## src/design/rsc_pkg.sv

```systemverilog
// Shared constants, codes and controller/datapath signal groups for the rotation checker.
`default_nettype none

package rsc_pkg;

    // Default store depth
    localparam int DEFAULT_MAX_LEN = 64;

    // Payload widths
    localparam int KIND_W   = 2;
    localparam int SYM_W    = 8;
    localparam int STATUS_W = 2;

    // Item kinds
    localparam logic [KIND_W-1:0] KIND_FIRST  = 2'd0;
    localparam logic [KIND_W-1:0] KIND_SECOND = 2'd1;
    localparam logic [KIND_W-1:0] KIND_CHECK  = 2'd2;

    // Result status codes
    localparam logic [STATUS_W-1:0] STATUS_OK    = 2'd0;
    localparam logic [STATUS_W-1:0] STATUS_EMPTY = 2'd1;
    localparam logic [STATUS_W-1:0] STATUS_DIFF  = 2'd2;
    localparam logic [STATUS_W-1:0] STATUS_LONG  = 2'd3;

    // Controller to datapath
    typedef struct packed {
        logic load_first;   // store symbol into first string
        logic load_second;  // store symbol into second string
        logic start;        // check beat taken: latch status, clear lengths
        logic advance;      // compare cycle: step the rotation counters
        logic wr_result;    // load the result register
        logic result_rot;   // rotation verdict for wr_result
    } dp_cmd_t;

    // Datapath to controller
    typedef struct packed {
        logic [STATUS_W-1:0] pre_status;  // status the check would report now
        logic                sym_match;   // registered symbols are equal
        logic                inner_last;  // last symbol of this rotation
        logic                shift_last;  // last rotation
    } dp_sts_t;

endpackage

`default_nettype wire

```

## src/design/rsc_datapath.sv

```systemverilog
// Datapath: string stores, lengths, overflow flag, rotation counters and result register.
`default_nettype none

module rsc_datapath
    import rsc_pkg::*;
#(
    parameter int MAX_LEN = DEFAULT_MAX_LEN
) (
    input  wire logic                clk,
    input  wire logic                rst_n,
    input  wire dp_cmd_t             cmd,
    input  wire logic [SYM_W-1:0]    symbol,
    output dp_sts_t                  sts,
    output logic                     is_rotation,
    output logic [STATUS_W-1:0]      status
);

    localparam int AW = (MAX_LEN > 1) ? $clog2(MAX_LEN) : 1;
    localparam int LW = $clog2(MAX_LEN + 1);
    localparam logic [LW-1:0] FULL = LW'(MAX_LEN);

    // Stores
    logic [SYM_W-1:0] first_mem  [MAX_LEN];
    logic [SYM_W-1:0] second_mem [MAX_LEN];

    logic [LW-1:0]       first_len_reg, first_len_next;
    logic [LW-1:0]       second_len_reg, second_len_next;
    logic                overflow_reg, overflow_next;
    logic [AW-1:0]       nm1_reg;
    logic [AW-1:0]       shift_reg, i_reg, j_reg;
    logic [SYM_W-1:0]    rd_first_reg, rd_second_reg;
    logic [STATUS_W-1:0] chk_status_reg;
    logic                is_rotation_reg;
    logic [STATUS_W-1:0] status_reg;
    logic [STATUS_W-1:0] pre_status;

    logic first_full, second_full;

    assign first_full  = (first_len_reg == FULL);
    assign second_full = (second_len_reg == FULL);

    // Status the check would give from the current lengths
    always_comb
    begin
        if (overflow_reg)
            pre_status = STATUS_LONG;
        else if (first_len_reg == '0 || second_len_reg == '0)
            pre_status = STATUS_EMPTY;
        else if (first_len_reg != second_len_reg)
            pre_status = STATUS_DIFF;
        else
            pre_status = STATUS_OK;
    end

    assign sts = '{pre_status: pre_status,
                   sym_match:  (rd_first_reg == rd_second_reg),
                   inner_last: (i_reg == nm1_reg),
                   shift_last: (shift_reg == nm1_reg)};

    // Length and overflow bookkeeping
    always_comb
    begin
        first_len_next  = first_len_reg;
        second_len_next = second_len_reg;
        overflow_next   = overflow_reg;
        if (cmd.start)
        begin
            first_len_next  = '0;
            second_len_next = '0;
            overflow_next   = 1'b0;
        end
        else if (cmd.load_first)
        begin
            if (first_full)
                overflow_next = 1'b1;
            else
                first_len_next = first_len_reg + LW'(1);
        end
        else if (cmd.load_second)
        begin
            if (second_full)
                overflow_next = 1'b1;
            else
                second_len_next = second_len_reg + LW'(1);
        end
    end

    always_ff @(posedge clk or negedge rst_n)
    begin
        if (!rst_n)
        begin
            first_len_reg  <= '0;
            second_len_reg <= '0;
            overflow_reg   <= 1'b0;
        end
        else
        begin
            first_len_reg  <= first_len_next;
            second_len_reg <= second_len_next;
            overflow_reg   <= overflow_next;
        end
    end

    // Store writes and registered reads, one port each
    always_ff @(posedge clk)
    begin
        if (cmd.load_first && !first_full)
            first_mem[first_len_reg[AW-1:0]] <= symbol;
        rd_first_reg <= first_mem[j_reg];
    end

    always_ff @(posedge clk)
    begin
        if (cmd.load_second && !second_full)
            second_mem[second_len_reg[AW-1:0]] <= symbol;
        rd_second_reg <= second_mem[i_reg];
    end

    // Rotation counters: shift = rotation, i = second index, j = first index
    always_ff @(posedge clk)
    begin
        if (cmd.start)
        begin
            nm1_reg        <= AW'(first_len_reg - LW'(1));
            shift_reg      <= '0;
            i_reg          <= '0;
            j_reg          <= '0;
            chk_status_reg <= pre_status;
        end
        else if (cmd.advance)
        begin
            if (sts.sym_match)
            begin
                i_reg <= i_reg + AW'(1);
                j_reg <= (j_reg == nm1_reg) ? '0 : j_reg + AW'(1);
            end
            else
            begin
                shift_reg <= shift_reg + AW'(1);
                i_reg     <= '0;
                j_reg     <= shift_reg + AW'(1);
            end
        end
    end

    // Result payload
    always_ff @(posedge clk)
    begin
        if (cmd.wr_result)
        begin
            is_rotation_reg <= cmd.result_rot;
            status_reg      <= chk_status_reg;
        end
    end

    assign is_rotation = is_rotation_reg;
    assign status      = status_reg;

endmodule

`default_nettype wire

```

## config.mk

```make
export PLATFORM = sky130hd
export DESIGN_NAME = rsc_datapath
export DESIGN_NICKNAME = d
export VERILOG_FILES = /design/src/design/rsc_pkg.sv /design/src/design/rsc_datapath.sv
export SDC_FILE = /design/constraint.sdc
export NUM_CORES = 1
export LEC_CHECK = 0
export CORE_MARGIN = 2
export CORE_UTILIZATION = 33
export DETAILED_ROUTE_END_ITERATION = 8
export DONT_BUFFER_PORTS = 1
export PLACE_DENSITY_LB_ADDON = 0.12
export SLEW_MARGIN = 10
export SYNTH_ARGS = -nofsm -noshare
export SYNTH_HDL_FRONTEND = slang
export SYNTH_SLANG_ARGS = --single-unit
```

## constraint.sdc

```tcl
create_clock -name clk -period 2.9 [get_ports clk]
set_input_delay 0.145 -clock clk [delete_from_list [all_inputs] [get_ports clk]]
set_output_delay 0.145 -clock clk [all_outputs]
set_load 0.02 [all_outputs]
```

==> results of run 1 <==
critical path: stages, from the launching register on:
cell and delay (ns):
dfrtp_1 0.35, inv_1 0.06, ha_1 0.20, inv_1 0.07
o41a_1 0.16, nor2b_1 0.32, nand3_2 0.31, buf_4 0.28
nor2_1 0.57
layout by cell type, fill, tap and decap left out, types with 19 or more instances in the layout:
cell / instances
buf_4: 191
bufinv_16: 19
clkbuf_16: 119
clkinv_1: 21
clkinv_2: 21
dfxtp_1: 28
dlygate4sd3_1: 20
edfxtp_1: 1035
mux4_1: 71
mux4_2: 185
nand2_1: 53
nand3_1: 25
nor2_1: 182
nor2b_1: 23
o22ai_1: 52
xnor2_1: 27
xor2_1: 30
through the flow:
step | area [um^2] | cells | utilization [%] | worst slack, ns | power (mW)
detailed placement | 46100 | 3956 | 35.5 | 0.101 | 18.6
floorplan | 43200 | 2131 | - | 0.327 | 18.3
global placement | 46100 | 3956 | 35.5 | 0.128 | 18.6
global route | 50600 | 4203 | 39.0 | 0.00404 | 35.2
finish | 50600 | 4203 | 39.0 | 0.196 | 34.1
CTS | 50600 | 4203 | 39.0 | 0.0268 | 34.5
area by class of cell:
type / count / area [um^2] / share of cell area, %
sequential: 1084 / 32200 / 63.6
multi-input combinational: 911 / 10000 / 19.8
clock buffer: 135 / 3070 / 6.06
tap: 1742 / 2180 / 4.31
timing repair buffer: 235 / 2170 / 4.30
clock inverter: 83 / 943 / 1.86
inverter: 13 / 52.6 / 0.104
logic make-up after synthesis:
group	after synthesis	synth area share (%)
XOR/XNOR	57	1.15
AO/OA/AOI/OAI	178	2.88
buffers and inverters	136	2.54
adder cells (fa/ha/maj)	8	0.231
flip-flops	1084	74.3
multiplexers	282	14.6
AND/OR/NAND/NOR	386	4.29
where the power goes:
part           internal [mW]  switching, mW
combinational          0.511          0.785
clock                   9.25           6.23
sequential              17.2         0.0954
total                   27.0           7.11
how the worst min path moves through the flow:
| stage | to | slack, ns |
|---|---|---|
| floorplan | first_len_reg[0] | -0.15 |
| global placement | second_len_reg[1] | -0.15 |
| detailed placement | second_len_reg[1] | -0.15 |
| CTS | second_mem[54][1] | 0.04 |
| global route | i_reg[2] | 0.13 |
| finish | second_mem[54][1] | 0.10 |
what timing repair did:
item,CTS,global route
pin swaps,0,0
hold buffers,29,1
cloned,0,0
gates resized for setup,1,2
setup endpoints to repair,1,10
hold endpoints to repair,1084,6
metal layers:
| metal | vias to the layer above | GRT usage (%) | share of wire (%) |
|---|---|---|---|
| met1 | 11200 | 21.9 | 44 |
| met2 | 473 | 27.4 | 49 |
| li1 | 9278 | - | - |
| met4 | 0 | 5.55 | 3.4 |
| met5 | - | 0 | 0 |
| met3 | 166 | 2.87 | 4.1 |
==> key figures, run 1 <==
Status
  • Status: finished clean

Global routing
  • Largest net degree at the start of global routing: 129
  • First-pass GRT wire length: 161000 um
  • Total global-route track usage: 16.5%
  • Grt ovf: 0
  • Initial antenna violation count: 3
  • Vias in the first global route: 22.1k

Setup path
  • Worst path required time: 3.24 ns
  • CP Launch Point: first_len_reg[0]
  • CP Launch Type: flip-flop
  • Largest fanout on the critical path: 8
  • Crit path kind: reg2reg
  • Worst Setup EP: first_mem[1][5]
  • R2r endpoint: first_mem[1][5]
  • FF-to-FF setup slack: 0.20 ns
  • RR Startpoint: first_len_reg[0]
  • CP endpoint kind: flip-flop
  • CP Data Arrival Time: 3.04 ns
  • R2R depth: 8

Synth
  • Synth async-reset ratio: 1.38%
  • Net Count, Synth: 2155
  • Post-Syn Area: 43200 um^2
  • Synthesized instance count: 2131
  • Synthesized area per cell: 20.3 um^2
  • Ys flop type: edfxtp_1
  • Largest area contributor in the netlist: edfxtp_1
  • Netlist cell types: 70
  • Syn. warnings: 0
  • Post-synth EDFFs: 1035
  • Most common cell in the netlist: edfxtp_1
  • #FFs+latches synth: 1084
  • Synth area leaders: edfxtp_1 (72%), mux4_2 (9.6%), mux4_1 (4.3%)
  • Post-synth top cells: edfxtp_1 (1035), mux4_2 (185), nor2_1 (183), mux4_1 (71), nand2_1 (53)
  • Sequential share of the synthesized area: 74.3%
  • Area share of the leading cell type in the synthesized netlist: 71.9%

Finish
  • Layout filler cell count: 11.7k
  • Layout cells sized above 1: 25.5%
  • Antenna fix cells: 0
  • Fin nets: 2385
  • Area Growth Syn to Fin: 17.0%

Timing
  • FMAX: 370 MHz
  • Fin. Hold Viols: 0
  • Sum Neg Setup Slack: 0 ns
  • Worst-Margin Slew: 1.15 ns
  • RSZ-0062 raised after global routing: false
  • Slew margin rel.: 23.2%
  • Clock Skew: 0.0229 ns
  • Period Utilization, post-route: 93.2%
  • Final setup fails: 0
  • Slew Limit Fails: 0
  • Fin crit period: 2.70 ns
  • Hold_ws: 0.101 ns

Floorplanning
  • DIE AREA: 134000 um^2
  • Die width: 366 um
  • Row cnt: 132
  • Floorplan core area: 130000 um^2
  • Initial core utilization: 33.3%
  • Chip height: 366 um
  • I/O pin total: 24

Placed design
  • Placer Congestion: 0.792
  • I/O Buffers: 0
  • DP Wirelength: 67400 um

Clocking
  • CTS Sinks: 1084
  • Setup bufs post-CTS: 0
  • Largest buffer count on any clock path: 3
  • Total CTS buffers: 116
  • # H-tree levels: 3
  • CTS tree: yes
  • Clk_lat worst skew: 0.72 ns
  • Clk Tree Root Cell: clkbuf_16
  • CTS clock-pin slew for the worst setup and hold paths: 0.06 ns

Worst hold path
  • Hold path depth: 5
  • Hold Crit Start: cmd[4]
  • Hold Crit Class: in2reg

Power and ir drop
  • PD cells: 674 nW/um^2
  • Lkg Pwr: 16.0 nW
  • Worst vdd ir: 0.424 mV

Drt
  • DRC Markers: 0
  • 1st-pass router iterations: 5
  • Per-cell routed wire length: 26.4 um
  • Post-route ant nets: 0
  • DR iter-0 viols: 1681
  • Vias: 21.1k
  • Via density: 5.02
  • Routed WL: 111000 um

Run
  • Max-cap viol count: 0
(Power assumes the default switching activity.)
==> run 2: changes to the inputs <==
Settings changed: CORE_ASPECT_RATIO from default to 0.8.
==> run 2 against run 1 <==
- core utilization down 0.45 points
- final cell count down 0.95%
- non-clock buffer count down 32
- die area about the same
- cell area down 1.2%
- fmax down 0.58%
- critical path type unchanged
- critical endpoint is now rd_first_reg[5]
- highest routed layer is now met5
==> key figures, run 2 (synthesized netlist as in run 1, its figures left out) <==
Status
  • Status: finished clean

Clocking
  • Largest buffer count on any clock path: 3
  • Total CTS buffers: 114
  • Clk_lat worst skew: 0.72 ns
  • CTS Sinks: 1084
  • CTS clock-pin slew for the worst setup and hold paths: 0.06 ns
  • Clk Tree Root Cell: clkbuf_16
  • # H-tree levels: 3
  • CTS tree: yes

Global routing
  • First-pass GRT wire length: 160000 um
  • Total global-route track usage: 16.5%
  • Grt ovf: 0
  • Largest net degree at the start of global routing: 129
  • Initial antenna violation count: 4
  • Vias in the first global route: 22.1k

Timing
  • RSZ-0062 raised after global routing: false
  • Final setup fails: 0
  • Period Utilization, post-route: 93.8%
  • Fin crit period: 2.72 ns
  • Worst-Margin Slew: 1.17 ns
  • Fin. Hold Viols: 0
  • Sum Neg Setup Slack: 0 ns
  • Clock Skew: 0.0267 ns
  • FMAX: 368 MHz
  • Slew margin rel.: 21.6%
  • Slew Limit Fails: 0

Power and ir drop
  • Worst vdd ir: 0.425 mV
  • Net Switching: 6.96 mW
  • Seq pwr share: 52.2%
  • Switching Fraction: 21.0%
  • PD cells: 663 nW/um^2
  • Combinational Power Share: 4.1%
  • Clk pwr share: 43.7%
  • Pint: 26.2 mW
  • Lkg Pwr: 15.7 nW
  • Design Power: 33.2 mW

Drt
  • Post-route ant nets: 0
  • DR iter-0 viols: 2156
  • Vias: 21.2k
  • Via density: 5.10
  • Routed WL: 110000 um
  • Per-cell routed wire length: 26.5 um
  • DRC Markers: 0
  • 1st-pass router iterations: 5

Finish
  • Commonest non-fill, non-tap cells in the layout: edfxtp_1 (1035), mux4_2 (185), nor2_1 (183), buf_4 (161), clkbuf_16 (116)
  • Multi-input logic area: 10000 um^2
  • Fin nets: 2351
  • Storage cell area: 32200 um^2
  • Commonest non-fill, non-tap cell in the layout: edfxtp_1
  • Area Growth Syn to Fin: 15.6%
  • Layout cells sized above 1: 23.8%
  • Layout filler cell count: 11.7k

Setup path
  • RR Startpoint: j_reg[2]
  • Crit path kind: reg2reg
  • Largest fanout on the critical path: 29
  • Worst path required time: 3.47 ns
  • Slowest-stage cell, CP: or4_1
  • CP endpoint kind: flip-flop
  • CP Data Arrival Time: 3.29 ns
  • CP Launch Point: j_reg[2]
  • Worst path max stage delay: 0.69 ns
  • CP Launch Type: flip-flop
  • Worst-path cell chain: buf_4 -> mux4_2 -> o22ai_1 -> or4_1 -> o21ai_0
  • FF-to-FF setup slack: 0.18 ns

Worst hold path
  • Hold Crit Start: cmd[1]
  • Hold Crit Class: in2reg

Floorplanning
  • Floorplan core area: 130000 um^2
  • Row cnt: 118
  • I/O pin total: 24
  • Die width: 409 um
  • Initial core utilization: 33.3%
  • DIE AREA: 134000 um^2
  • Chip height: 328 um

Placed design
  • Placer Congestion: 0.783
  • I/O Buffers: 0
  • DP Wirelength: 65900 um

Run
  • Max-cap viol count: 0
## run 2: per-layer routing
layer | wire, um | global-route usage (%) | vias to the layer above
met1 | 53800 | 25.2 | 11300
met2 | 47700 | 23.8 | 550
met3 | 6670 | 3.88 | 156
li1 | - | - | 9217
met4 | 2170 | 3.72 | 2
met5 | 11 | 0 | -
## run 2: path summary, 6_finish.rpt
path,end,cells after the start
setup / recovery,rd_first_reg[5],5
hold / removal,is_rotation,1
setup reg to reg,rd_first_reg[5],5
hold reg to reg,status[0],0
max in group asynchronous,second_len_reg[4],2
min in group asynchronous,first_len_reg[3],2
## run 2: per-stage QoR
step                cells  worst slack (ns)  utilization, %  hold slack (ns)  instance area, um^2
finish               4163             0.180            38.5            0.167                50000
global route         4161            0.0477            38.5            0.137                50000
CTS                  4161            0.0254            38.5           0.0982                50000
detailed placement   3923             0.197            35.4           -0.148                45900
global placement     3923             0.196            35.4           -0.148                45900
floorplan            2131             0.327               -           -0.151                43200
## run 2: timing repair
item | 4_1_cts | 5_1_grt
gates resized for setup | 0 | 2
setup endpoints to repair | 0 | 3
buffers inserted | 0 | 0
hold buffers | 28 | 0
hold endpoints to repair | 1084 | 0
## run 2: cell type report
| class | count | share of cell area, % |
|---|---|---|
| antenna | 2 | 0.0100 |
| clock buffer | 144 | 6.02 |
| clock inverter | 66 | 1.32 |
| inverter | 13 | 0.105 |
| multi-input combinational | 911 | 20.0 |
| sequential | 1084 | 64.3 |
| tap | 1740 | 4.35 |
| timing repair buffer | 203 | 3.84 |
## run 2: worst max-delay path: cells and delay by family (launching register included)
kind / cells / cell delay [ns]
AND/OR/NAND/NOR: 1 / 0.69
flip-flops: 1 / 0.47
multiplexers: 1 / 0.34
AO/OA/AOI/OAI: 2 / 0.58
buffers and inverters: 1 / 0.44
## run 2: power by group through the flow
stage	registers, mW	logic, mW	clock network, mW
3_5_place_dp	17.6	1.03	0
3_3_place_gp	17.6	1.03	0
4_1_cts	17.3	1.39	14.9
2_1_floorplan	17.6	0.721	0
5_1_grt	17.3	1.46	15.5
6_report	17.3	1.36	14.5
