--- config.mk ---
export PLATFORM = sky130hd
export DESIGN_NAME = rsc_ctrl
export DESIGN_NICKNAME = d
export VERILOG_FILES = /design/src/design/rsc_pkg.sv /design/src/design/rsc_ctrl.sv
export SDC_FILE = /design/constraint.sdc
export NUM_CORES = 1
export LEC_CHECK = 0
export BUFFER_PORTS_ARGS = -buffer_cell sky130_fd_sc_hd__buf_2
export CELL_PAD_IN_SITES_DETAIL_PLACEMENT = 1
export CELL_PAD_IN_SITES_GLOBAL_PLACEMENT = 2
export CORE_MARGIN = 4
export CORE_UTILIZATION = 25
export CTS_CLUSTER_SIZE = 10
export DETAILED_ROUTE_END_ITERATION = 8
export PLACE_DENSITY_LB_ADDON = 0.1
export SETUP_SLACK_MARGIN = 0.02
export SYNTH_ARGS = -nofsm -noshare
export SYNTH_HDL_FRONTEND = slang
export SYNTH_SLANG_ARGS = --single-unit
--- constraint.sdc ---
create_clock -name clk -period 2.62 [get_ports clk]
set_input_delay 0.524 -clock clk [delete_from_list [all_inputs] [get_ports clk]]
set_output_delay 0.524 -clock clk [all_outputs]
set_load 0.01 [all_outputs]
--- src/design/rsc_pkg.sv ---
// Shared constants, codes and controller/datapath signal groups for the rotation checker.
`default_nettype none

package rsc_pkg;

    // Default store depth
    localparam int DEFAULT_MAX_LEN = 64;

    // Payload widths
    localparam int KIND_W   = 2;
    localparam int SYM_W    = 8;
    localparam int STATUS_W = 2;

    // Item kinds
    localparam logic [KIND_W-1:0] KIND_FIRST  = 2'd0;
    localparam logic [KIND_W-1:0] KIND_SECOND = 2'd1;
    localparam logic [KIND_W-1:0] KIND_CHECK  = 2'd2;

    // Result status codes
    localparam logic [STATUS_W-1:0] STATUS_OK    = 2'd0;
    localparam logic [STATUS_W-1:0] STATUS_EMPTY = 2'd1;
    localparam logic [STATUS_W-1:0] STATUS_DIFF  = 2'd2;
    localparam logic [STATUS_W-1:0] STATUS_LONG  = 2'd3;

    // Controller to datapath
    typedef struct packed {
        logic load_first;   // store symbol into first string
        logic load_second;  // store symbol into second string
        logic start;        // check beat taken: latch status, clear lengths
        logic advance;      // compare cycle: step the rotation counters
        logic wr_result;    // load the result register
        logic result_rot;   // rotation verdict for wr_result
    } dp_cmd_t;

    // Datapath to controller
    typedef struct packed {
        logic [STATUS_W-1:0] pre_status;  // status the check would report now
        logic                sym_match;   // registered symbols are equal
        logic                inner_last;  // last symbol of this rotation
        logic                shift_last;  // last rotation
    } dp_sts_t;

endpackage

`default_nettype wire

--- src/design/rsc_ctrl.sv ---
// Controller: takes items, sequences the rotation walk and owns the result valid.
`default_nettype none

module rsc_ctrl
    import rsc_pkg::*;
(
    input  wire logic              clk,
    input  wire logic              rst_n,
    input  wire logic              in_valid,
    input  wire logic [KIND_W-1:0] in_kind,
    output logic                   in_ready,
    output logic                   out_valid,
    input  wire logic              out_ready,
    input  wire dp_sts_t           sts,
    output dp_cmd_t                cmd
);

    typedef enum logic [3:0] {
        ST_IDLE = 4'b0001,
        ST_READ = 4'b0010,
        ST_CMP  = 4'b0100,
        ST_DONE = 4'b1000
    } state_t;

    state_t state_reg, state_next;
    logic   rot_reg, rot_next;
    logic   out_valid_reg, out_valid_next;
    logic   take;

    assign in_ready  = (state_reg == ST_IDLE);
    assign out_valid = out_valid_reg;
    assign take      = in_valid && in_ready;

    // Next state and commands
    always_comb
    begin
        state_next     = state_reg;
        rot_next       = rot_reg;
        out_valid_next = out_valid_reg && !out_ready;
        cmd            = '0;
        cmd.result_rot = rot_reg;
        unique case (state_reg)
            ST_IDLE:
            begin
                if (take)
                begin
                    unique case (in_kind)
                        KIND_FIRST:  cmd.load_first  = 1'b1;
                        KIND_SECOND: cmd.load_second = 1'b1;
                        KIND_CHECK:
                        begin
                            cmd.start = 1'b1;
                            rot_next  = 1'b0;
                            state_next = (sts.pre_status == STATUS_OK) ? ST_READ : ST_DONE;
                        end
                        default: ;
                    endcase
                end
            end
            ST_READ:
                state_next = ST_CMP;
            ST_CMP:
            begin
                cmd.advance = 1'b1;
                if (sts.sym_match && sts.inner_last)
                begin
                    rot_next   = 1'b1;
                    state_next = ST_DONE;
                end
                else if (!sts.sym_match && sts.shift_last)
                begin
                    rot_next   = 1'b0;
                    state_next = ST_DONE;
                end
                else
                    state_next = ST_READ;
            end
            ST_DONE:
            begin
                // wait for the result slot to free up
                if (!out_valid_reg || out_ready)
                begin
                    cmd.wr_result  = 1'b1;
                    out_valid_next = 1'b1;
                    state_next     = ST_IDLE;
                end
            end
            default:
                state_next = ST_IDLE;
        endcase
    end

    always_ff @(posedge clk or negedge rst_n)
    begin
        if (!rst_n)
        begin
            state_reg     <= ST_IDLE;
            rot_reg       <= 1'b0;
            out_valid_reg <= 1'b0;
        end
        else
        begin
            state_reg     <= state_next;
            rot_reg       <= rot_next;
            out_valid_reg <= out_valid_next;
        end
    end

endmodule

`default_nettype wire

==> run summary, run 1 <==
Layout Nets: 68
Leakage: 0.000243 uW
Sequential Power Share: 42.1%
# hold bufs at CTS: 0
IO Count: 19
Crit. End Element: output port
post-cts repair resize count: 0
initial antenna violation count: 0
syn_area_per_cell: 10.4 sq um
register area share after synthesis: 41.7%
Max VDD drop: 0.253 mV
CTS tree: yes
area grow syn2layout: 35.2%
combinational family with the most area after synthesis: simple AND/OR/NAND/NOR gates
# diodes: 0
Max Cap Viol: 0
Design Power: 237 uW
crit path launch type: flip-flop
Max Buffers Root-to-Sink: 2
# DRC: 0
Total GRT Usage: 11.2%
Fillers: 172
GR Layer Usage met2: 16.2%
Fmax achieved: 435 MHz
RSZ-0062 raised after global routing: false
DP HPWL: 819 um
Synth Area in Compound Gates: 18.6%
RR Startpoint: state_reg[0]$_DFFE_PN1P_
final worst clock skew: 5.34 ps
Rel. slew slack: 67.9%
library cells used by synthesis: 26
clock share of power: 39.8%
initial core utilization: 27.2%
Sequential Area: 151 sq um
RD Place Congestion: 0.759
Synth top area share: 34.5%
Pint: 176 uW
register bit total from synthesis: 6
CP max FO: 4
switch share: 25.7%
routing usage on met3: 6.25%
initial drt markers: 1
Final Hold Vio Count: 0
IO Port Bufs: 18
fin crit period: 2300 ps
GRT overflow: 0
max reg flops: 4
Post-Syn Instances: 35
mux contribution to synthesized area: 2.76%
simple-gate share of the synthesized area: 31.4%
busiest grt layer: met2
worst r2r dst: rot_reg$_DFFE_PN0P_
Synth Area in Adders: 0%
die area: 0.00212 sq mm
CTS Root Buffer Type: clkbuf_4
Synth area leader: dfrtp_1
share of cells above drive strength 1: 51.8%
clock slew at reported path FFs: 50 ps
main area contributors after synthesis: dfrtp_1 (34%), dfstp_2 (7.2%), a311oi_2 (4.1%)
synthesized area: 363 sq um
sw power: 60.9 uW
commonest non-fill, non-tap cells in the layout: buf_2 (18), dfrtp_1 (5), nand2_1 (3), nor2_1 (3), clkbuf_4 (3)
Worst Setup SP: state_reg[0]$_DFFE_PN1P_
cells on worst reg2reg path: 3
H-tree depth: 1
final worst-path cycle share: 87.8%
first-pass GRT wire length: 1580 um
final core occ: 36.8%
PwrDens: 483 mW/mm^2
Yosys warnings: 0
Routed WL: 973 um
met1 GRT Util: 12.0%
combinational share of power: 18.0%
post-synth net total: 46
CP endpoint: cmd[4]
worst-margin pin slew: 474 ps
Clock Latency Late Sink: 250 ps
CP Data Arrival Time: 1780 ps
Site Rows: 13
vias per cell: 4.92
Sink Count: 6
outcome: finished, final reports clean
core box area: 0.00133 sq mm
total CTS buffers: 3
XOR/XNOR share of the synthesized area: 0%
largest net degree at the start of global routing: 7
count of pins over their slew limit: 0
Worst R2R Setup Slack: 1130 ps
Post CTS Setup Buffer Count: 0
Data required, critical path: 2100 ps
critical path class: flip-flop to output port
Die X-Extent: 46.1 um
final setup vio count: 0
Die Span Y: 46.1 um
drt pass-1 iters: 3
HP Class: input port to asynchronous set/reset pin
Setup TNS: 0 ps
drt wl/cell: 13.7 um
commonest non-fill, non-tap cell in the layout: buf_2
area of the multi-input gates: 191 sq um
total number of vias: 349
Routed Antenna Nets: 0
number of global-route vias before repair: 359
worst max-delay path, cell delays in order, from the launching register on:
cell	delay, ps
dfstp_2	540
or4b_4	490
clkinv_2	90
nand2_1	80
nor3b_2	170
buf_2	150
per-stage QoR:
| step | area (sq um) | hold WS [ps] | std cells | setup slack [ps] |
|---|---|---|---|---|
| floorplan | 363 | 228 | 35 | 655 |
| global placement | 464 | 351 | 67 | 619 |
| detailed placement | 464 | 351 | 67 | 569 |
| CTS | 490 | 75.6 | 71 | 288 |
| global route | 490 | 65.9 | 71 | 240 |
| finish | 490 | 86.6 | 71 | 320 |
layout make-up:
cell class	instances	share of cell area (%)
multi-input combinational	25	39.0
sequential	6	30.9
timing repair buffer	18	18.4
clock buffer	4	5.36
tap	15	3.83
inverter	3	2.55
cell families after synthesis:
group,count (synthesis)
AO/OA/AOI/OAI,7
flip-flops,6
multiplexers,1
AND/OR/NAND/NOR,17
buffers and inverters,4
how the worst min path moves through the flow:
stage / end / start / slack (ps)
finish: state_reg[2]$_DFFE_PN0P_ / rst_n / 90
global route: state_reg[2]$_DFFE_PN0P_ / rst_n / 70
CTS: state_reg[2]$_DFFE_PN0P_ / rst_n / 80
detailed placement: out_valid$_DFF_PN0_ / rst_n / 350
global placement: out_valid$_DFF_PN0_ / rst_n / 350
floorplan: out_valid$_DFF_PN0_ / rst_n / 230
cell usage after synthesis, drive strengths merged:
| cell type | n |
|---|---|
| a22oi | 1 |
| a311oi | 1 |
| buf | 1 |
| clkinv | 1 |
| dfrtp | 5 |
| dfstp | 1 |
| inv | 2 |
| mux2i | 1 |
| nand2 | 3 |
| nand2b | 1 |
| nand3 | 1 |
| nand3b | 1 |
| nor2 | 3 |
| nor2b | 2 |
| nor3 | 1 |
| nor3b | 1 |
| nor4b | 1 |
| o211ai | 1 |
| o21a | 1 |
| o221ai | 1 |
| o22a | 1 |
| o22ai | 1 |
| or4b | 3 |
power by group through the flow:
| stage | registers (uW) | logic, uW | clock network (uW) |
|---|---|---|---|
| after detailed placement | 101 | 43.2 | 0 |
| final | 99.8 | 42.7 | 94.4 |
| after floorplan | 101 | 25.8 | 0 |
| after global routing | 100 | 47.8 | 108 |
| after global placement | 101 | 42.4 | 0 |
| after CTS | 99.8 | 43.6 | 99.6 |
per-layer routing:
layer | vias up | routed length, um
met2 | 12 | 489
met5 | - | 0
met1 | 160 | 385
li1 | 173 | -
met3 | 4 | 73
met4 | 0 | 24
No activity file was read; power rests on OpenSTA's default activity.
==> run 2: changes to the inputs <==
--- a/config.mk
+++ b/config.mk
@@ -8,12 +8,11 @@
 export BUFFER_PORTS_ARGS = -buffer_cell sky130_fd_sc_hd__buf_2
 export CELL_PAD_IN_SITES_DETAIL_PLACEMENT = 1
 export CELL_PAD_IN_SITES_GLOBAL_PLACEMENT = 2
-export CORE_MARGIN = 4
-export CORE_UTILIZATION = 25
+export CORE_UTILIZATION = 23
 export CTS_CLUSTER_SIZE = 10
 export DETAILED_ROUTE_END_ITERATION = 8
 export PLACE_DENSITY_LB_ADDON = 0.1
-export SETUP_SLACK_MARGIN = 0.02
+export SETUP_SLACK_MARGIN = 0.4
 export SYNTH_ARGS = -nofsm -noshare
 export SYNTH_HDL_FRONTEND = slang
 export SYNTH_SLANG_ARGS = --single-unit
==> constraint.sdc (replaced) <==
create_clock -name clk -period 2.6 [get_ports clk]
set_input_delay 0.52 -clock clk [delete_from_list [all_inputs] [get_ports clk]]
set_output_delay 0.52 -clock clk [all_outputs]
set_load 0.01 [all_outputs]
==> run 2 against run 1 <==
Via count increased by 2.9%. Worst hold slack improved by 3.3 ps. Critical path depth unchanged. Die area decreased by 18%. Combinational power increased by 19%.
==> run summary, run 2 (synthesized netlist as in run 1, its figures left out) <==
die area: 0.00174 sq mm (-18%)
Layout Nets: 70 (+2.9%)
Max VDD drop: 0.234 mV (-7.7%)
outcome: finished, final reports clean
IO Port Bufs: 18 (unchanged)
Fillers: 167 (-2.9%)
RR Startpoint: state_reg[0]$_DFFE_PN1P_
crit path launch type: flip-flop
CP Data Arrival Time: 1660 ps (-120 ps)
final worst clock skew: 2.98 ps (-2.36 ps)
cells on worst reg2reg path: 5 (+2)
final worst-path cycle share: 83.9%
Sequential Area: 151 sq um (unchanged)
Die X-Extent: 41.7 um (-9.5%)
Site Rows: 13 (unchanged)
switch share: 26.3% (+0.53 points)
HP Class: input port to asynchronous set/reset pin
Sequential Power Share: 40.9% (-1.2 points)
drt wl/cell: 13.9 um (+1.5%)
vias per cell: 4.92 (about the same)
commonest non-fill, non-tap cells in the layout: buf_2 (18), dfrtp_1 (5), nor2_1 (3), clkbuf_4 (3)
total number of vias: 359 (+2.9%)
Clock Latency Late Sink: 250 ps (about the same)
H-tree depth: 1 (unchanged)
Final Hold Vio Count: 0 (unchanged)
Met1 Wirelength: 408 um (+6.0%)
area of the multi-input gates: 208 sq um (+8.5%)
drt pass-1 iters: 2 (-1)
PwrDens: 467 mW/mm^2 (-3.3%)
Max Buffers Root-to-Sink: 2 (unchanged)
CTS tree: yes
Fmax achieved: 458 MHz
Layout Cells excl Fill: 73 (+2.8%)
initial drt markers: 1 (unchanged)
critical path class: flip-flop to output port
max reg flops: 4 (unchanged)
top layer used by detailed routing: met3
# DRC: 0 (unchanged)
metal2 WL: 536 um (+9.6%)
commonest non-fill, non-tap cell in the layout: buf_2
worst-margin pin slew: 465 ps (-8.85 ps)
largest net degree at the start of global routing: 7 (unchanged)
CTS Root Buffer Type: clkbuf_4
Sink Count: 6 (unchanged)
CP max FO: 4 (unchanged)
Max Cap Viol: 0 (unchanged)
RSZ-0062 raised after global routing: true
sw power: 64.5 uW (+5.8%)
Crit. End Element: output port
number of global-route vias before repair: 417 (+16%)
combinational share of power: 20.7% (+2.7 points)
RD Place Congestion: 0.726 (-4.4%)
worst r2r dst: state_reg[0]$_DFFE_PN1P_
Routed Antenna Nets: 0 (unchanged)
initial antenna violation count: 0 (unchanged)
Data required, critical path: 2080 ps (-20 ps)
# diodes: 0 (unchanged)
DP HPWL: 829 um (+1.1%)
final setup vio count: 0 (unchanged)
Setup TNS: 0 ps (unchanged)
share of cells above drive strength 1: 56.9% (+5.1 points)
Worst R2R Setup Slack: 1050 ps (-80 ps)
fin crit period: 2180 ps
Rel. slew slack: 68.5% (+0.60 points)
total CTS buffers: 3 (unchanged)
area grow syn2layout: 44.8%
first-pass GRT wire length: 1800 um (+14%)
initial core utilization: 26.2% (-0.96 points)
Die Span Y: 41.7 um (-9.5%)
Routed WL: 1020 um (+4.3%)
count of pins over their slew limit: 0 (unchanged)
core box area: 0.00138 sq mm (+3.7%)
IO Count: 19 (unchanged)
clock share of power: 38.4% (-1.4 points)
placed insts: 67 (unchanged)
Leakage: 0.000258 uW (+5.8%)
Total GRT Usage: 13.7% (+2.5 points)
GRT overflow: 0 (unchanged)
Routed met3 length: 70 um (-4.1%)
Pint: 181 uW (+2.9%)
clock slew at reported path FFs: 50 ps (about the same)
## run 2: cell types whose count changed in the layout (fill, tap and decap cells not counted)
| cell | change |
|---|---|
| or4b_2 | -1 |
| nand2_4 | +1 |
| nor3_2 | +1 |
| clkinv_4 | +1 |
| nand2_1 | -1 |
| nor3_1 | -1 |
| buf_4 | +2 |
| clkinv_2 | -1 |
| or4b_4 | +1 |
## run 2: power groups by stage
stage | clock, uW | combinational [uW] | sequential (uW)
detailed placement | 0 | 44.3 | 102
global placement | 0 | 42.8 | 102
floorplan | 0 | 26.0 | 101
CTS | 100 | 51.6 | 100
global route | 105 | 55.5 | 101
finish | 94.2 | 50.8 | 100
## run 2: area by class of cell
| type | instances | share of cell area, % |
|---|---|---|
| tap | 15 | 3.57 |
| multi-input combinational | 25 | 39.5 |
| sequential | 6 | 28.8 |
| timing repair buffer | 20 | 20.0 |
| inverter | 3 | 3.10 |
| clock buffer | 4 | 5.00 |
## run 2: worst max-delay path by stage
stage | startpoint | to | slack, ps | cells after the start
floorplan | state_reg[0]$_DFFE_PN1P_ | cmd[5] | 640 | 4
global placement | state_reg[0]$_DFFE_PN1P_ | cmd[4] | 600 | 5
detailed placement | state_reg[0]$_DFFE_PN1P_ | cmd[4] | 590 | 5
CTS | state_reg[0]$_DFFE_PN1P_ | cmd[5] | 380 | 5
global route | state_reg[0]$_DFFE_PN1P_ | cmd[4] | 330 | 5
finish | state_reg[0]$_DFFE_PN1P_ | cmd[4] | 420 | 5
## run 2: worst max-delay path: stages, from the launching register on
cell      delay, ps
dfstp_2         520
or4b_4          500
clkinv_4         80
nand2_4          40
nor3b_2         130
buf_2           140
## run 2: routing by layer
layer	up-vias	track usage (%)
met5	-	0
met1	172	13.8
li1	175	-
met2	12	24.7
met3	0	7.83
met4	0	1.94
## run 2: repair_timing
item | 4_1_cts | 5_1_grt
hold buffers | 0 | 0
pin swaps | 3 | 1
endpoints found under the setup margin | 3 | 2
gates resized for setup | 5 | 0
endpoints found under the hold margin | 0 | 0
buffers inserted | 2 | 0
gates cloned | 0 | 0
## run 2: metrics by stage
| step | setup WS (ps) | utilization (%) | cell area [sq um] | power (uW) | hold WS, ps |
|---|---|---|---|---|---|
| CTS | 383 | 38.0 | 526 | 252 | 84.7 |
| floorplan | 639 | - | 363 | 127 | 224 |
| global route | 328 | 38.0 | 526 | 262 | 83.1 |
| detailed placement | 589 | 33.6 | 464 | 146 | 354 |
| global placement | 603 | 33.6 | 464 | 145 | 347 |
| finish | 417 | 38.0 | 526 | 245 | 89.9 |
==> run 3: changes to the inputs <==
--- a/config.mk
+++ b/config.mk
@@ -5,10 +5,11 @@
 export SDC_FILE = /design/constraint.sdc
 export NUM_CORES = 1
 export LEC_CHECK = 0
+export ABC_AREA = 1
 export BUFFER_PORTS_ARGS = -buffer_cell sky130_fd_sc_hd__buf_2
 export CELL_PAD_IN_SITES_DETAIL_PLACEMENT = 1
 export CELL_PAD_IN_SITES_GLOBAL_PLACEMENT = 2
-export CORE_UTILIZATION = 23
+export CORE_UTILIZATION = 18
 export CTS_CLUSTER_SIZE = 10
 export DETAILED_ROUTE_END_ITERATION = 8
 export PLACE_DENSITY_LB_ADDON = 0.1
==> constraint.sdc (replaced) <==
create_clock -name clk -period 1.9 [get_ports clk]
set_input_delay 0.38 -clock clk [delete_from_list [all_inputs] [get_ports clk]]
set_output_delay 0.38 -clock clk [all_outputs]
set_load 0.01 [all_outputs]
==> run 3 against run 2 <==
Core utilization fell by 3.8 points. Clock skew fell by 1.1 ps. Register-to-register slack got worse by 860 ps. Cell count rose by 63%. Die area rose by 30%. Cell area rose by 28%. Global-route usage fell by 0.97 points. Synthesized cell count rose by 60%. Non-clock buffer count rose by 13. Setup slack got worse by 300 ps. Critical path type unchanged. Largest cell class is now buffers.
==> run summary, run 3 <==
outcome: finished, final reports clean
Setup TNS: 0 ps (unchanged)
combinational family with the most area after synthesis: simple AND/OR/NAND/NOR gates
placed insts: 100 (+49%)
H-tree depth: 1 (unchanged)
cells on worst reg2reg path: 13 (+8)
register bit total from synthesis: 6 (unchanged)
HP Class: input port to flip-flop
Worst Setup SP: state_reg[0]$_DFFE_PN1P_
Worst R2R Setup Slack: 190 ps (-860 ps)
clock share of power: 13.7% (-25 points)
CTS Root Buffer Type: clkbuf_4
Leakage: 0.000382 uW (+48%)
main area contributors after synthesis: dfrtp_1 (34%), nand2_1 (13%), nor2_1 (10%)
clock slew at reported path FFs: 50 ps (about the same)
switch share: 37.8% (+12 points)
critical path class: flip-flop to output port
Die Span Y: 47.5 um (+14%)
IO Port Bufs: 18 (unchanged)
number of global-route vias before repair: 428 (+2.6%)
worst-margin pin slew: 195 ps (-270 ps)
Layout Cells excl Fill: 119 (+63%)
total CTS buffers: 3 (unchanged)
drt pass-1 iters: 4 (+2)
initial drt markers: 8 (+7)
Clock Latency Late Sink: 250 ps (about the same)
synthesized area: 373 sq um (+2.8%)
Cell Chain, Critical Path: inv_2 -> nor2_4 -> nand2_2 -> inv_2 -> nand3b_1 -> nor2_1 -> buf_2
largest net degree at the start of global routing: 7 (unchanged)
Sink Count: 6 (unchanged)
WHS: 365 ps (+276 ps)
area grow syn2layout: 79.9%
Max Cap Viol: 0 (unchanged)
Fillers: 266 (+59%)
drt wl/cell: 9.96 um (-28%)
final worst-path cycle share: 93.7%
PwrDens: 1400 mW/mm^2 (+200%)
Pint: 586 uW (+220%)
Crit. End Element: output port
initial core utilization: 19.0% (-7.2 points)
Data required, critical path: 1520 ps (-560 ps)
GRT overflow: 0 (unchanged)
die area: 0.00226 sq mm (+30%)
core box area: 0.00196 sq mm (+42%)
CTS tree: yes
Main synth FF type: dfrtp_1
fin crit period: 1780 ps
most common cell in the netlist: nand2_1
# diodes: 0 (unchanged)
Fmax achieved: 562 MHz
commonest cells in the netlist: nand2_1 (13), nor2_1 (10), inv_1 (7), nand3_1 (7), dfrtp_1 (5)
combinational share of power: 65.0% (+44 points)
total number of vias: 478 (+33%)
final worst clock skew: 1.84 ps (-1.14 ps)
area of the multi-input gates: 203 sq um (-2.4%)
Synth Area in Adders: 0% (unchanged)
final setup vio count: 0 (unchanged)
CP Data Arrival Time: 1400 ps (-260 ps)
max reg flops: 4 (unchanged)
Sequential Area: 153 sq um (+0.83%)
Layout Nets: 104 (+49%)
final core occ: 34.2% (-3.8 points)
IO Count: 19 (unchanged)
most used cell, CP: inv_2
Routed Antenna Nets: 0 (unchanged)
CP endpoint: cmd[5]
library cells used by synthesis: 14 (-46%)
first-pass GRT wire length: 1840 um (+1.9%)
vias per cell: 4.02 (-18%)
Final Hold Vio Count: 0 (unchanged)
share of cells above drive strength 1: 52.2% (-4.7 points)
Post-synth EDFFs: 0 (unchanged)
CP max FO: 3 (-1)
post-synth net total: 67 (+46%)
# DRC: 0 (unchanged)
Sequential Power Share: 21.3% (-20 points)
Rel. slew slack: 86.9% (+18 points)
DP HPWL: 783 um (-5.5%)
count of pins over their slew limit: 0 (unchanged)
mux contribution to synthesized area: 0% (-2.8 points)
DP Area: 489 sq um (+5.4%)
Slowest-stage cell, CP: dfstp_2
register area share after synthesis: 40.6% (-1.1 points)
Worst path max stage delay: 530 ps (about the same)
Post-Syn Instances: 56 (+60%)
initial antenna violation count: 0 (unchanged)
Site Rows: 16 (+3)
sw power: 356 uW (+450%)
worst r2r dst: state_reg[3]$_DFFE_PN0P_
commonest non-fill, non-tap cells in the layout: buf_2 (16), buf_4 (13), nand2_1 (11)
Synth area leader: dfrtp_1
commonest non-fill, non-tap cell in the layout: buf_2
Design Area, Final: 671 sq um (+28%)
RD Place Congestion: 0.705 (-2.9%)
XOR/XNOR share of the synthesized area: 0% (unchanged)
Synth Area in Compound Gates: 5.37% (-13 points)
Max Buffers Root-to-Sink: 2 (unchanged)
Yosys warnings: 0 (unchanged)
RR Startpoint: state_reg[0]$_DFFE_PN1P_
Synth top area share: 33.6% (-0.93 points)
crit path launch type: flip-flop
Max VDD drop: 0.425 mV (+82%)
simple-gate share of the synthesized area: 43.0% (+12 points)
RSZ-0062 raised after global routing: true
Die X-Extent: 47.5 um (+14%)
Post-synth ARST share: 100% (unchanged)
Routed WL: 1190 um (+17%)
syn_area_per_cell: 6.66 sq um (-36%)
Total GRT Usage: 12.7% (-0.97 points)
[run 3: layout make-up]
cell class              count  area share [%]
clock buffers               4            3.92
flip-flops and latches      6            22.8
repair buffers             33            33.0
multi-input cells          40            30.2
inverters                   9            5.04
well taps                  27            5.04
[run 3: power by group through the flow]
stage               combinational [uW]  clock, uW  sequential [uW]
CTS                                537        137              199
detailed placement                 304          0              198
global route                       682        145              205
floorplan                          210          0              198
global placement                   307          0              197
finish                             612        129              201
[run 3: per-layer routing]
layer	track usage, %	vias up	part of all wire [%]
li1	-	242	-
met1	14.2	225	40
met2	20.3	11	56
met3	5.66	0	3.7
met4	6.86	0	0
met5	0	-	0
[run 3: how the worst min path moves through the flow]
| stage | slack (ps) | from | depth (start not counted) | to |
|---|---|---|---|---|
| after global routing | 370 | out_ready | 2 | out_valid$_DFF_PN0_ |
| after detailed placement | 210 | rst_n | 1 | rot_reg$_DFFE_PN0P_ |
| after global placement | 210 | rst_n | 1 | rot_reg$_DFFE_PN0P_ |
| after CTS | 360 | out_ready | 2 | out_valid$_DFF_PN0_ |
| final | 370 | out_ready | 2 | out_valid$_DFF_PN0_ |
| after floorplan | 80 | rst_n | 0 | out_valid$_DFF_PN0_ |
[run 3: cell families after synthesis]
kind of cell | after synthesis
simple gates | 36
compound gates | 4
buf+inv | 10
flops | 6
[run 3: worst max-delay path: cells and delay by family, from the launching register on]
kind | cells | cell delay (ps)
buffers and inverters | 3 | 240
and+or+nand+nor | 4 | 380
DFF | 1 | 530
[run 3: timing repair]
item,in CTS,in global routing
setup endpoints to repair,6,10
hold endpoints to repair,5,0
resized for setup,7,4
hold buffers,1,0
buffers inserted,10,4
pin swaps,2,5
[run 3: per-stage QoR]
step	power, uW	setup WS [ps]
6_report	942	120
5_1_grt	1030	-9.33
4_1_cts	873	134
3_5_place_dp	502	350
3_3_place_gp	504	365
2_1_floorplan	408	423
